==> src/design/drcb_pkg.sv <==
// ----------------------------------------------------------------------------
// drcb_pkg: shared types and constants for distance ring cell bucketing
// widths, register indexes, queue entry and status structs
// ----------------------------------------------------------------------------
package drcb_pkg;

  localparam int MAX_RING    = 100;
  localparam int RING_CNT    = MAX_RING + 1;
  localparam int RING_W      = 7;
  localparam int FILL_W      = 11;
  localparam int SLOT_W      = 16;
  localparam int CELL_W      = 6;
  localparam int GRID_W      = 7;
  localparam int ORG_W       = 16;
  localparam int DIFF_W      = ORG_W + 1;
  localparam int SQ_W        = 32;
  localparam int RAD_W       = SQ_W + 1 - 16;
  localparam int ROOT_W      = RAD_W + 1;
  localparam int BASE_MUL_W  = 10;
  localparam int QUEUE_DEPTH = 2;
  localparam int QPTR_W      = 1;
  localparam int CFG_IDX_W   = 2;

  localparam logic [GRID_W-1:0] GRID_MAX   = 7'd64;
  localparam logic [GRID_W-1:0] GRID_RESET = 7'd64;

  // first trial bit of the square root, highest even power in range
  localparam logic [RAD_W-1:0] ROOT_BIT0 = {1'b1, {(RAD_W-1){1'b0}}};

  localparam logic [CFG_IDX_W-1:0] REG_ORIGIN_X  = 2'd0;
  localparam logic [CFG_IDX_W-1:0] REG_ORIGIN_Z  = 2'd1;
  localparam logic [CFG_IDX_W-1:0] REG_GRID_SIZE = 2'd2;

  typedef struct packed {
    logic [ORG_W-1:0]  origin_x;
    logic [ORG_W-1:0]  origin_z;
    logic [GRID_W-1:0] grid_size;
  } drcb_cfg_t;

  typedef struct packed {
    logic              frame_start;
    logic [CELL_W-1:0] cell_x;
    logic [CELL_W-1:0] cell_y;
    logic              in_ring;
    logic [RING_W-1:0] ring;
    logic [SLOT_W-1:0] base;
  } drcb_item_t;

  typedef struct packed {
    logic full;
    logic empty;
  } drcb_q_stat_t;

endpackage

==> src/design/drcb_channels_if.sv <==
// ----------------------------------------------------------------------------
// drcb channels: valid/ready interfaces for cells in and bucket results out
// one transaction at each edge with valid and ready high
// ----------------------------------------------------------------------------
interface drcb_in_if;
  logic       valid;
  logic       ready;
  logic       frame_start;
  logic [5:0] cell_x;
  logic [5:0] cell_y;

  modport source (output valid, output frame_start, output cell_x, output cell_y,
                  input ready);
  modport sink   (input valid, input frame_start, input cell_x, input cell_y,
                  output ready);
endinterface

interface drcb_out_if;
  logic        valid;
  logic        ready;
  logic        in_ring;
  logic        ring_full;
  logic [6:0]  ring_number;
  logic [15:0] slot_index;
  logic [5:0]  echo_x;
  logic [5:0]  echo_y;

  modport source (output valid, output in_ring, output ring_full, output ring_number,
                  output slot_index, output echo_x, output echo_y, input ready);
  modport sink   (input valid, input in_ring, input ring_full, input ring_number,
                  input slot_index, input echo_x, input echo_y, output ready);
endinterface

==> src/design/drcb_ram.sv <==
// ----------------------------------------------------------------------------
// drcb_ram: generic single write port ram
// one write and one registered read per cycle
// ----------------------------------------------------------------------------
module drcb_ram #(
  parameter int WIDTH = 8,
  parameter int DEPTH = 16
) (
  input  logic                                   clk,
  input  logic                                   we,
  input  logic [(DEPTH > 1 ? $clog2(DEPTH) : 1)-1:0] waddr,
  input  logic [WIDTH-1:0]                       wdata,
  input  logic [(DEPTH > 1 ? $clog2(DEPTH) : 1)-1:0] raddr,
  output logic [WIDTH-1:0]                       rdata
);

  logic [WIDTH-1:0] mem [DEPTH];

  always_ff @(posedge clk) begin
    if (we) begin
      mem[waddr] <= wdata;
    end
    rdata <= mem[raddr];
  end

endmodule

==> src/design/drcb_queue.sv <==
// ----------------------------------------------------------------------------
// drcb_queue: short fifo between the classify front and the counter back
// lets either side stall on its own
// ----------------------------------------------------------------------------
module drcb_queue import drcb_pkg::*; (
  input  logic         clk,
  input  logic         rst_n,
  input  logic         push,
  input  drcb_item_t   push_item,
  input  logic         pop,
  output drcb_item_t   head,
  output drcb_q_stat_t stat
);

  drcb_item_t        entry_r [QUEUE_DEPTH];
  logic [QPTR_W-1:0] wr_ptr_r, wr_ptr_nxt;
  logic [QPTR_W-1:0] rd_ptr_r, rd_ptr_nxt;
  logic [QPTR_W:0]   count_r, count_nxt;
  logic              do_push, do_pop;

  assign stat.full  = (count_r == (QPTR_W+1)'(QUEUE_DEPTH));
  assign stat.empty = (count_r == '0);
  assign head       = entry_r[rd_ptr_r];

  assign do_push = push && !stat.full;
  assign do_pop  = pop && !stat.empty;

  // depth is a power of two, pointers wrap naturally
  always_comb begin
    wr_ptr_nxt = do_push ? wr_ptr_r + 1'b1 : wr_ptr_r;
    rd_ptr_nxt = do_pop ? rd_ptr_r + 1'b1 : rd_ptr_r;
    unique case ({do_push, do_pop})
      2'b10:   count_nxt = count_r + 1'b1;
      2'b01:   count_nxt = count_r - 1'b1;
      default: count_nxt = count_r;
    endcase
  end

  always_ff @(posedge clk) begin
    if (!rst_n) begin
      wr_ptr_r <= '0;
      rd_ptr_r <= '0;
      count_r  <= '0;
    end else begin
      wr_ptr_r <= wr_ptr_nxt;
      rd_ptr_r <= rd_ptr_nxt;
      count_r  <= count_nxt;
    end
  end

  always_ff @(posedge clk) begin
    if (do_push) begin
      entry_r[wr_ptr_r] <= push_item;
    end
  end

endmodule

==> src/design/drcb_front.sv <==
// ----------------------------------------------------------------------------
// drcb_front: takes a cell, squares its offsets, finds the ring
// nine step restoring square root, then ring base offset into the queue
// ----------------------------------------------------------------------------
module drcb_front import drcb_pkg::*; (
  input  logic         clk,
  input  logic         rst_n,
  drcb_in_if.sink      in_ch,
  input  drcb_cfg_t    cfg,
  input  drcb_q_stat_t q_stat,
  output logic         push,
  output drcb_item_t   push_item
);

  localparam logic [2:0] F_IDLE = 3'd0;
  localparam logic [2:0] F_MUL  = 3'd1;
  localparam logic [2:0] F_SUM  = 3'd2;
  localparam logic [2:0] F_ROOT = 3'd3;
  localparam logic [2:0] F_BASE = 3'd4;
  localparam logic [2:0] F_PUSH = 3'd5;

  logic [2:0] state_r, state_nxt;

  logic                     frame_start_r;
  logic [CELL_W-1:0]        cell_x_r, cell_y_r;
  logic                     in_grid_r;
  logic signed [DIFF_W-1:0] dx_r, dz_r;
  logic [SQ_W-1:0]          sqx_r, sqz_r;
  logic [RAD_W-1:0]         rem_r, bit_r;
  logic [ROOT_W-1:0]        res_r;
  logic                     in_ring_r;
  logic [RING_W-1:0]        ring_r;
  logic [SLOT_W-1:0]        base_r;

  logic                       accept;
  logic [GRID_W-1:0]          limit;
  logic                       in_grid;
  logic signed [DIFF_W-1:0]   dx, dz;
  logic signed [2*DIFF_W-1:0] px, pz;
  logic [SQ_W:0]              sum;
  logic [ROOT_W:0]            trial, rem_ext;
  logic [RAD_W-1:0]           bit_nxt;
  logic                       root_ok;
  logic [RING_W-1:0]          ring_sel;
  logic [BASE_MUL_W-1:0]      ring_mul;
  logic [RING_W+BASE_MUL_W-1:0] base_prod;

  assign in_ch.ready = (state_r == F_IDLE);
  assign accept      = in_ch.valid && in_ch.ready;

  assign limit   = (cfg.grid_size < GRID_MAX) ? cfg.grid_size : GRID_MAX;
  assign in_grid = ({1'b0, in_ch.cell_x} < limit) && ({1'b0, in_ch.cell_y} < limit);

  // offsets in q8.8, one extra bit covers the far corner
  assign dx = $signed({cfg.origin_x[ORG_W-1], cfg.origin_x})
            - $signed({(DIFF_W-CELL_W-8)'(0), in_ch.cell_x, 8'h00});
  assign dz = $signed({cfg.origin_z[ORG_W-1], cfg.origin_z})
            - $signed({(DIFF_W-CELL_W-8)'(0), in_ch.cell_y, 8'h00});

  assign px  = dx_r * dx_r;
  assign pz  = dz_r * dz_r;
  assign sum = {1'b0, sqx_r} + {1'b0, sqz_r};

  assign trial   = {1'b0, res_r} + {(ROOT_W+1-RAD_W)'(0), bit_r};
  assign rem_ext = {(ROOT_W+1-RAD_W)'(0), rem_r};
  assign bit_nxt = bit_r >> 2;

  assign root_ok   = in_grid_r && (res_r <= ROOT_W'(MAX_RING));
  assign ring_sel  = root_ok ? res_r[RING_W-1:0] : '0;
  assign ring_mul  = {1'b0, ring_sel, 2'b00} + {2'b00, ring_sel, 1'b0} + BASE_MUL_W'(2);
  assign base_prod = {(BASE_MUL_W)'(0), ring_sel} * {(RING_W)'(0), ring_mul};

  assign push                  = (state_r == F_PUSH);
  assign push_item.frame_start = frame_start_r;
  assign push_item.cell_x      = cell_x_r;
  assign push_item.cell_y      = cell_y_r;
  assign push_item.in_ring     = in_ring_r;
  assign push_item.ring        = ring_r;
  assign push_item.base        = base_r;

  always_comb begin
    state_nxt = state_r;
    unique case (state_r)
      F_IDLE: if (accept) state_nxt = F_MUL;
      F_MUL:  state_nxt = F_SUM;
      F_SUM:  state_nxt = F_ROOT;
      F_ROOT: if (bit_nxt == '0) state_nxt = F_BASE;
      F_BASE: state_nxt = F_PUSH;
      F_PUSH: if (!q_stat.full) state_nxt = F_IDLE;
      default: state_nxt = F_IDLE;
    endcase
  end

  always_ff @(posedge clk) begin
    if (!rst_n) begin
      state_r <= F_IDLE;
    end else begin
      state_r <= state_nxt;
    end
  end

  always_ff @(posedge clk) begin
    unique case (state_r)
      F_IDLE: begin
        if (accept) begin
          frame_start_r <= in_ch.frame_start;
          cell_x_r      <= in_ch.cell_x;
          cell_y_r      <= in_ch.cell_y;
          in_grid_r     <= in_grid;
          dx_r          <= dx;
          dz_r          <= dz;
        end
      end
      F_MUL: begin
        sqx_r <= px[SQ_W-1:0];
        sqz_r <= pz[SQ_W-1:0];
      end
      F_SUM: begin
        rem_r <= sum[SQ_W:16];
        res_r <= '0;
        bit_r <= ROOT_BIT0;
      end
      F_ROOT: begin
        if (rem_ext >= trial) begin
          rem_r <= RAD_W'(rem_ext - trial);
          res_r <= (res_r >> 1) + {(ROOT_W-RAD_W)'(0), bit_r};
        end else begin
          res_r <= res_r >> 1;
        end
        bit_r <= bit_nxt;
      end
      F_BASE: begin
        in_ring_r <= root_ok;
        ring_r    <= ring_sel;
        base_r    <= base_prod[SLOT_W-1:0];
      end
      default: begin
      end
    endcase
  end

endmodule

==> src/design/drcb_back.sv <==
// ----------------------------------------------------------------------------
// drcb_back: per-ring fill counters, slot assignment and result register
// counters live in a ram, valid bits give the frame clear
// ----------------------------------------------------------------------------
module drcb_back import drcb_pkg::*; (
  input  logic         clk,
  input  logic         rst_n,
  input  drcb_item_t   head,
  input  drcb_q_stat_t q_stat,
  output logic         pop,
  drcb_out_if.source   out_ch
);

  localparam logic B_IDLE = 1'b0;
  localparam logic B_CALC = 1'b1;

  logic state_r, state_nxt;

  drcb_item_t          item_r;
  logic [RING_CNT-1:0] valid_r;
  logic                out_valid_r;
  logic                in_ring_r, ring_full_r;
  logic [RING_W-1:0]   ring_number_r;
  logic [SLOT_W-1:0]   slot_index_r;
  logic [CELL_W-1:0]   echo_x_r, echo_y_r;

  logic [FILL_W-1:0] rd_fill;
  logic [FILL_W-1:0] fill;
  logic [FILL_W-1:0] cap;
  logic              full;
  logic              take;
  logic              calc;

  // output register is free or draining, so the result has a home at calc
  assign pop  = (state_r == B_IDLE) && !q_stat.empty && (!out_valid_r || out_ch.ready);
  assign calc = (state_r == B_CALC);

  drcb_ram #(
    .WIDTH(FILL_W),
    .DEPTH(RING_CNT)
  ) u_fill_ram (
    .clk  (clk),
    .we   (calc && take),
    .waddr(item_r.ring),
    .wdata(FILL_W'(fill + 1'b1)),
    .raddr(head.ring),
    .rdata(rd_fill)
  );

  assign fill = valid_r[item_r.ring] ? rd_fill : '0;
  assign cap  = {1'b0, item_r.ring, 3'b000} + {2'b00, item_r.ring, 2'b00} + FILL_W'(8);
  assign full = item_r.in_ring && (fill >= cap);
  assign take = item_r.in_ring && !full;

  assign out_ch.valid       = out_valid_r;
  assign out_ch.in_ring     = in_ring_r;
  assign out_ch.ring_full   = ring_full_r;
  assign out_ch.ring_number = ring_number_r;
  assign out_ch.slot_index  = slot_index_r;
  assign out_ch.echo_x      = echo_x_r;
  assign out_ch.echo_y      = echo_y_r;

  always_comb begin
    state_nxt = state_r;
    unique case (state_r)
      B_IDLE: if (pop) state_nxt = B_CALC;
      B_CALC: state_nxt = B_IDLE;
      default: state_nxt = B_IDLE;
    endcase
  end

  always_ff @(posedge clk) begin
    if (!rst_n) begin
      state_r     <= B_IDLE;
      valid_r     <= '0;
      out_valid_r <= 1'b0;
    end else begin
      state_r <= state_nxt;
      if (pop && head.frame_start) begin
        valid_r <= '0;
      end else if (calc && take) begin
        valid_r[item_r.ring] <= 1'b1;
      end
      priority if (calc) begin
        out_valid_r <= 1'b1;
      end else if (out_ch.ready) begin
        out_valid_r <= 1'b0;
      end else begin
        out_valid_r <= out_valid_r;
      end
    end
  end

  always_ff @(posedge clk) begin
    if (pop) begin
      item_r <= head;
    end
    if (calc) begin
      in_ring_r     <= item_r.in_ring;
      ring_full_r   <= full;
      ring_number_r <= item_r.ring;
      slot_index_r  <= take ? item_r.base + {(SLOT_W-FILL_W)'(0), fill} : '0;
      echo_x_r      <= item_r.cell_x;
      echo_y_r      <= item_r.cell_y;
    end
  end

endmodule

==> src/design/distance_ring_cell_bucketing_core.sv <==
// ----------------------------------------------------------------------------
// distance_ring_cell_bucketing_core: sorts grid cells into distance rings
// computes floor(sqrt) distance from the viewer and hands out ring slots
// ----------------------------------------------------------------------------
//
//   channel | direction | handshake      | payload
//   --------+-----------+----------------+-------------------------------------
//   in_ch   | in        | valid / ready  | frame_start, cell_x, cell_y
//   out_ch  | out       | valid / ready  | in_ring, ring_full, ring_number,
//           |           |                | slot_index, echo_x, echo_y
//   cfg     | in        | cfg_we only    | cfg_index, cfg_wdata
//
// the front takes a new cell only once the last one has gone through the
// nine step square root iteration and been pushed into the queue; a full
// queue holds it in the push state. reset is synchronous active low and
// clears all control state and ring fill valid bits at once, with no
// clearing pass. the queue holds two cells, so the front keeps working
// while the result waits on a stalled sink.
//
module distance_ring_cell_bucketing_core import drcb_pkg::*; (
  input  logic                 clk,
  input  logic                 rst_n,
  drcb_in_if.sink              in_ch,
  drcb_out_if.source           out_ch,
  input  logic                 cfg_we,
  input  logic [CFG_IDX_W-1:0] cfg_index,
  input  logic [ORG_W-1:0]     cfg_wdata
);

  // configuration: the user must write it only while idle, the block itself does not enforce this
  drcb_cfg_t cfg_r, cfg_nxt;

  drcb_item_t   push_item;
  drcb_item_t   head;
  drcb_q_stat_t q_stat;
  logic         push;
  logic         pop;

  always_comb begin
    cfg_nxt = cfg_r;
    if (cfg_we) begin
      unique case (cfg_index)
        REG_ORIGIN_X:  cfg_nxt.origin_x  = cfg_wdata;
        REG_ORIGIN_Z:  cfg_nxt.origin_z  = cfg_wdata;
        REG_GRID_SIZE: cfg_nxt.grid_size = cfg_wdata[GRID_W-1:0];
        default:       cfg_nxt = cfg_r; // unknown index dropped
      endcase
    end
  end

  always_ff @(posedge clk) begin
    if (!rst_n) begin
      cfg_r.origin_x  <= '0;
      cfg_r.origin_z  <= '0;
      cfg_r.grid_size <= GRID_RESET;
    end else begin
      cfg_r <= cfg_nxt;
    end
  end

  // front: grid check, squared distance, ring and ring base
  drcb_front u_front (
    .clk      (clk),
    .rst_n    (rst_n),
    .in_ch    (in_ch),
    .cfg      (cfg_r),
    .q_stat   (q_stat),
    .push     (push),
    .push_item(push_item)
  );

  // decoupling queue between classify and counter update
  drcb_queue u_queue (
    .clk      (clk),
    .rst_n    (rst_n),
    .push     (push),
    .push_item(push_item),
    .pop      (pop),
    .head     (head),
    .stat     (q_stat)
  );

  // back: fill counter read-modify-write and result register
  drcb_back u_back (
    .clk   (clk),
    .rst_n (rst_n),
    .head  (head),
    .q_stat(q_stat),
    .pop   (pop),
    .out_ch(out_ch)
  );

endmodule

==> src/flat_wrapper.sv <==
// flat-port wrapper written by rule: the top's interface ports become plain ports
module distance_ring_cell_bucketing_core_flat import drcb_pkg::*;
  (clk, rst_n, cfg_we, cfg_index, cfg_wdata, in_ch_valid, in_ch_frame_start, in_ch_cell_x, in_ch_cell_y, in_ch_ready, out_ch_valid, out_ch_in_ring, out_ch_ring_full, out_ch_ring_number, out_ch_slot_index, out_ch_echo_x, out_ch_echo_y, out_ch_ready);
  drcb_in_if in_ch_i ();
  drcb_out_if out_ch_i ();
  input  logic clk;
  input  logic rst_n;
  input  logic cfg_we;
  input  logic [CFG_IDX_W-1:0] cfg_index;
  input  logic [ORG_W-1:0] cfg_wdata;
  input wire logic [$bits(in_ch_i.valid)-1:0] in_ch_valid;
  input wire logic [$bits(in_ch_i.frame_start)-1:0] in_ch_frame_start;
  input wire logic [$bits(in_ch_i.cell_x)-1:0] in_ch_cell_x;
  input wire logic [$bits(in_ch_i.cell_y)-1:0] in_ch_cell_y;
  output wire logic [$bits(in_ch_i.ready)-1:0] in_ch_ready;
  output wire logic [$bits(out_ch_i.valid)-1:0] out_ch_valid;
  output wire logic [$bits(out_ch_i.in_ring)-1:0] out_ch_in_ring;
  output wire logic [$bits(out_ch_i.ring_full)-1:0] out_ch_ring_full;
  output wire logic [$bits(out_ch_i.ring_number)-1:0] out_ch_ring_number;
  output wire logic [$bits(out_ch_i.slot_index)-1:0] out_ch_slot_index;
  output wire logic [$bits(out_ch_i.echo_x)-1:0] out_ch_echo_x;
  output wire logic [$bits(out_ch_i.echo_y)-1:0] out_ch_echo_y;
  input wire logic [$bits(out_ch_i.ready)-1:0] out_ch_ready;
  assign in_ch_i.valid = in_ch_valid;
  assign in_ch_i.frame_start = in_ch_frame_start;
  assign in_ch_i.cell_x = in_ch_cell_x;
  assign in_ch_i.cell_y = in_ch_cell_y;
  assign in_ch_ready = in_ch_i.ready;
  assign out_ch_valid = out_ch_i.valid;
  assign out_ch_in_ring = out_ch_i.in_ring;
  assign out_ch_ring_full = out_ch_i.ring_full;
  assign out_ch_ring_number = out_ch_i.ring_number;
  assign out_ch_slot_index = out_ch_i.slot_index;
  assign out_ch_echo_x = out_ch_i.echo_x;
  assign out_ch_echo_y = out_ch_i.echo_y;
  assign out_ch_i.ready = out_ch_ready;
  distance_ring_cell_bucketing_core u_core (.clk(clk), .rst_n(rst_n), .in_ch(in_ch_i), .out_ch(out_ch_i), .cfg_we(cfg_we), .cfg_index(cfg_index), .cfg_wdata(cfg_wdata));
endmodule
==> config.mk <==
export PLATFORM = sky130hd
export DESIGN_NAME = distance_ring_cell_bucketing_core_flat
export DESIGN_NICKNAME = d
export VERILOG_FILES = /design/src/design/drcb_pkg.sv /design/src/design/drcb_channels_if.sv /design/src/design/drcb_ram.sv /design/src/design/drcb_queue.sv /design/src/design/drcb_front.sv /design/src/design/drcb_back.sv /design/src/design/distance_ring_cell_bucketing_core.sv /design/src/flat_wrapper.sv
export SDC_FILE = /design/constraint.sdc
export NUM_CORES = 2
export LEC_CHECK = 0
export BUFFER_PORTS_ARGS = -buffer_cell sky130_fd_sc_hd__buf_2
export CAP_MARGIN = 20
export CELL_PAD_IN_SITES_DETAIL_PLACEMENT = 0
export CELL_PAD_IN_SITES_GLOBAL_PLACEMENT = 1
export CORE_MARGIN = 5
export CORE_UTILIZATION = 49
export DETAILED_ROUTE_END_ITERATION = 12
export HOLD_SLACK_MARGIN = 0.12
export PLACE_DENSITY = 0.83
export SLEW_MARGIN = 20
export SYNTH_ARGS = -nofsm -noshare
export SYNTH_HDL_FRONTEND = slang
export SYNTH_HIERARCHICAL = 1
export SYNTH_SLANG_ARGS = --single-unit
==> constraint.sdc <==
create_clock -name clk -period 7 [get_ports clk]
set_input_delay 1.75 -clock clk [delete_from_list [all_inputs] [get_ports clk]]
set_output_delay 1.75 -clock clk [all_outputs]
set_load 0.03 [all_outputs]
Word level (Yosys, flattened, before mapping)
Memory sizes are Yosys's and may differ from the RTL's. A register that Yosys moved wholly into a read port is not among the register bits.
Index checks and enable logic that the tools add are counted.
- add/sub/neg operators: 16
- multipliers: 3
- $lt $le $gt $ge: 8
- equality and inequality tests: 14
- muxes and demuxes: 27
- bitwise gates (word level): 3
- reduce and logical (&&, ||, !) cells: 31
- operators with widths (kind ; count):
    101-bit bitwise OR ; 1
    17-bit case mux with 2 select lines ; 2
    17-bit by 17-bit multiplier with 32-bit output ; 2
    18-bit case mux with 2 select lines ; 1
    16-bit by 15-bit subtractor with 17-bit output ; 2
    32-bit by 32-bit adder with 33-bit output ; 1
    18-bit by 17-bit adder with 19-bit output ; 1
    17-bit by 19-bit >= comparator with 1-bit output ; 1
    17-bit by 17-bit adder with 18-bit output ; 1
    18-bit by 7-bit less-or-equal comparator with 1-bit output, second input constant ; 1
    18-bit 2-to-1 mux ; 1
    3-bit case mux with 6 select lines ; 1
    17-bit zero test ; 1
    17-bit 2-to-1 mux ; 1
    17-bit subtractor ; 1
    16-bit by 11-bit adder with 16-bit output ; 1
    7-bit by 10-bit multiplier with 16-bit output ; 1
    6-bit by 7-bit < comparator with 1-bit output ; 2
    7-bit 2-to-1 mux ; 2
    1-bit logical AND ; 12
    10-bit by 9-bit adder with 11-bit output ; 1
    11-bit by 1-bit adder with 11-bit output, second input constant ; 1
    11-bit by 4-bit adder with 11-bit output, second input constant ; 1
    11-bit >= comparator ; 1
    other kinds (31) ; 62
- register bits: 410
- bits in writable memories: 1185
- bits of input ports: 36
- output and inout port bits: 39
- memories kept: 2
- memories (memory ; words ; width ; rd ports ; clocked after Yosys merged registers in ; write ports ; RTL line ; RTL):
    u_core.u_back.u_fill_ram.mem ; 101 ; 11 ; 1 ; 1 ; 1 ; drcb_ram.sv:17 ; logic [WIDTH-1:0] mem [DEPTH];
    u_core.u_queue.entry_r ; 2 ; 37 ; 1 ; 1 ; 1 ; drcb_queue.sv:15 ; drcb_item_t entry_r [QUEUE_DEPTH];

Logic depth before layout (Yosys ltp)
- depth in word-level cells: 10
- mapped depth: 31
- mapped depth without buffers: 30

Modules after synthesis
Netlist, hierarchy kept.
- modules (own cells, without submodules) (module ; times used ; cells an instance ; area an instance (um^2)):
    drcb_ram ; 1 ; 2194 ; 43695.7
    drcb_front ; 1 ; 2915 ; 29817.3
    drcb_back ; 1 ; 735 ; 8087.8
    drcb_queue ; 1 ; 141 ; 2895.3
    distance_ring_cell_bucketing_core ; 1 ; 148 ; 1514.0

Worst setup path before layout
OpenSTA, ideal clock, no wires.
- path kind: reg-to-reg
- start: register u_core/u_back/item_r[17] (netlist bit)
- end: memory u_core/u_back/u_fill_ram/mem[0][2] (netlist bit), data pin
- library setup time: 0.775 ns
- arrival time: 6.965 ns
- path slack: -0.740 ns
- stages on the path, launching flop included: 11
- cells stage by stage: edfxtp_1 > buf_2 > mux4_2 > mux2i_1 > nor3_1 > a2111oi_0 > o31a_2 > nand2b_1 > inv_1 > ha_1 > xnor2_1
- cells in the longest elaborated chain, start to end: 4
- RTL lines (element ; RTL line ; RTL):
    start, declared ; drcb_back.sv:19 ; drcb_item_t item_r;
    start signal, assigned ; drcb_back.sv:96 ; item_r <= head;
    1-bit binary-select mux with 7-bit select ; drcb_back.sv:50 ; assign fill = valid_r[item_r.ring] ? rd_fill : '0;
    1-bit 2-to-1 mux (not written as such) ; drcb_back.sv:50 ;
    11-bit 2-to-1 mux ; drcb_back.sv:50 ;
    11-bit by 1-bit adder with 11-bit output ; drcb_back.sv:45 ; .wdata(FILL_W'(fill + 1'b1)),
    end, declared ; drcb_ram.sv:17 ;
Every way passes these cells. The select of a mux whose other input is x is not followed.

Worst setup path in the final report
- start: register u_core.u_front.dz_r[4]
- end: register u_core.u_front.sqz_r[31], data pin
- cells in the longest elaborated chain, start to end: 1
- RTL lines (element ; RTL line ; RTL):
    start, declared ; drcb_front.sv:27 ; logic signed [DIFF_W-1:0] dx_r, dz_r;
    start signal, assigned ; drcb_front.sv:111 ; dz_r <= dz;
    17-bit by 17-bit multiplier with 32-bit output ; drcb_front.sv:61 ; assign pz = dz_r * dz_r;
    named net u_core.u_front.pz[31] ; drcb_front.sv:39 ; logic signed [2*DIFF_W-1:0] px, pz;
    end signal, assigned ; drcb_front.sv:116 ; sqz_r <= pz[SQ_W-1:0];
    end, declared ; drcb_front.sv:28 ; logic [SQ_W-1:0] sqx_r, sqz_r;
The timed path passes the listed nets, and every way through them passes these cells.
A chain may end at the register's enable or synchronous reset.

==> qor.csv <==
metric,value,unit
cts_root_buf,clkbuf_16,
io_pins,75,
ys_seq_area_frac,0.5374,
synth.distinct_cells,98,
ys.flop_type,edfxtp_1,
vias_per_cell,5.646,
drc,0,
fin_hold_ws,416.3,ps
synth_fa_ha_area_frac,0.1776,
r2r_slack,260,ps
synthMuxAreaShare,0.09124,
die-area,184000,um2
ys_seq_elements,1593,
avgRoutedWirePerCell,22.12,um
synth_area_per_cell,14.02,um2
synth_xor_area_frac,0.01986,
layout.nets,7285,
grt_antenna_before_repair,7,
tightest_slew,1140,ps
dp.cells,8518,
async_flop_share,0,
firstDrtPassIters,6,
die_h,429.0,um
hold_buffers,0,
antenna_left,0,
relSlewSlack,0.2403,
critPathKind,reg -> reg,
maxCapViolCount,0,
path_max_fanout,13,
yosys.area_share.simple,0.06878,
dp_hpwl,131.3,mm
cts_max_path_buffers,3,
hp-class,reg -> reg,
cts_tree,built,
fin_crit,6744,ps
grt_pass1_wl,304.3,mm
setup-tns-final,0,ps
rsz0062_at_grt,false,
grt_pass1_vias,52022,
start_util,0.4937,
rows,153,
gp_congestion,0.8536,
worstSetupStartpointType,flop,
drtIter0Drc,4488,
crit_required,7550,ps
synth_edf_count,1432,
grt_max_degree,123,
worstSetupEndpointType,flop,
grt.total_usage,0.2123,
synthCells,6133,
synth_compound_area_frac,0.05921,
cts_max_level,4,
finalMaxSlewViolations,0,
die_x,429.0,um
clock_latency,820,ps
timing.fmax,148.3,MHz
numClockSinks,1593,
totalWireLength,195.2,mm
hold_viol_final,0,
clk_pin_slew,60,ps
final_common_cell,edfxtp_1,
fin_cells,8824,
period_share,0.9634,
final_cell_mix,"edfxtp_1 (1432), inv_1 (666), fa_1 (555)",
coreArea,174200,um2
grt_remaining_overflow,0,
port_buffers,74,
dr_total_vias,49820,
drive_gt1_frac,0.1354,
arrival,7290,ps
status,"finished, final reports clean",
n_fill_cell,14007,
finalSetupViolations,0,
synth_top_family_by_area,adder cells,
numCtsBuffers,163,
syn_area,86010,um2
yosys_warnings,6,
syn2layout_area_growth,10.91,%
fin_skew,46.56,ps
-- logic make-up (layout without fill, tap and decap cells) --
logic type               after synthesis  in the layout
AO/OA/AOI/OAI                        748            748
adder cells (fa/ha/maj)              888            888
multiplexers                         545            545
buffers and inverters                926           1289
AND/OR/NAND/NOR                     1237           1237
other                                  1              4
flip-flops                          1593           1593
XOR/XNOR                             195            195
-- repair_timing --
| item | in CTS | in global routing |
|---|---|---|
| buffers inserted | 0 | 2 |
| resized for setup | 0 | 5 |
| hold endpoints to repair | 0 | 0 |
| endpoints found under the setup margin | 0 | 5 |
-- per-stage QoR --
step	utilization	area [um2]	worst slack [ps]
after floorplan	-	86030	93.56
after global placement	0.5163	89940	11.70
after detailed placement	0.5163	89940	61.56
after CTS	0.5470	95300	49.07
after global routing	0.5475	95390	15.43
final	0.5476	95390	255.9
-- final timing paths --
kind              depth (start not counted)                             end                      from
setup reg to reg                         19        u_core/u_front/sqz_r[31]    u_core/u_front/dz_r[4]
hold reg to reg                           0  u_core/u_back/out_ch.echo_x[5]  u_core/u_back/item_r[35]
setup / recovery                         19        u_core/u_front/sqz_r[31]    u_core/u_front/dz_r[4]
hold / removal                            0  u_core/u_back/out_ch.echo_x[5]  u_core/u_back/item_r[35]
-- state kept, by name, indices dropped and copies added (netlist names), 14 cells and up, named ones only --
name / cells
u_core/u_back/valid_r: 101
u_core/u_back/out_ch.slot_index: 16
u_core/u_back/item_r: 36
u_core/u_queue/entry_r: 74
u_core/cfg_r: 39
u_core/u_back/u_fill_ram/mem: 1111
u_core/u_front/sqz_r: 30
u_core/u_front/rem_r: 17
u_core/u_front/base_r: 14
u_core/u_front/dz_r: 17
u_core/u_front/res_r: 18
u_core/u_front/dx_r: 17
u_core/u_front/sqx_r: 30
-- cells in the mapped netlist (76+ instances only) --
cell / instances / share of area
edfxtp_1: 1432 / 0.50
a21oi_1: 156 / 0.0091
ha_1: 333 / 0.048
mux2i_1: 295 / 0.034
and2_1: 159 / 0.012
clkbuf_1: 138 / 0.0060
mux4_2: 182 / 0.048
nor2_1: 375 / 0.016
a31oi_1: 130 / 0.0095
fa_1: 555 / 0.13
a22oi_1: 76 / 0.0066
o21ai_0: 76 / 0.0044
inv_1: 666 / 0.029
nand2_1: 349 / 0.015
dfxtp_1: 161 / 0.037
xnor2_1: 131 / 0.013
-- cell type report --
| cell class | count | area [um2] | share of cell area |
|---|---|---|---|
| tap | 2325 | 2909 | 0.03050 |
| inverter | 674 | 2532 | 0.02655 |
| multi-input combinational | 3615 | 36070 | 0.3782 |
| sequential | 1593 | 46230 | 0.4846 |
| clock inverter | 105 | 1137 | 0.01192 |
| clock buffer | 196 | 4223 | 0.04427 |
| timing repair buffer | 314 | 2283 | 0.02394 |
| antenna | 2 | 5.005 | 0.00005247 |
-- worst max-delay path: stages (launching register included) --
cell and delay [ps]:
edfxtp_1 680, nand2_1 220, fa_1 580, inv_1 50, fa_1 550, inv_1 70, fa_1 490, fa_1 510
fa_1 490, inv_1 50, fa_1 430, ha_1 360, a21oi_1 310, and4b_1 240, a211oi_1 380, a31oi_1 190
o41a_1 390, a211o_1 270, a21oi_1 170, xnor2_1 80
-- routing by layer --
metal  wire [um]  up-vias  GRT usage
met5          13        -          0
met4        6296        2    0.06627
met3       11710      339    0.02928
met2       99170     1623     0.3657
met1       78020    25503     0.2814
li1            -    22353          -
Power is not shown: default switching activity piles up to over one toggle a cycle in this logic, so the estimate is an artifact.
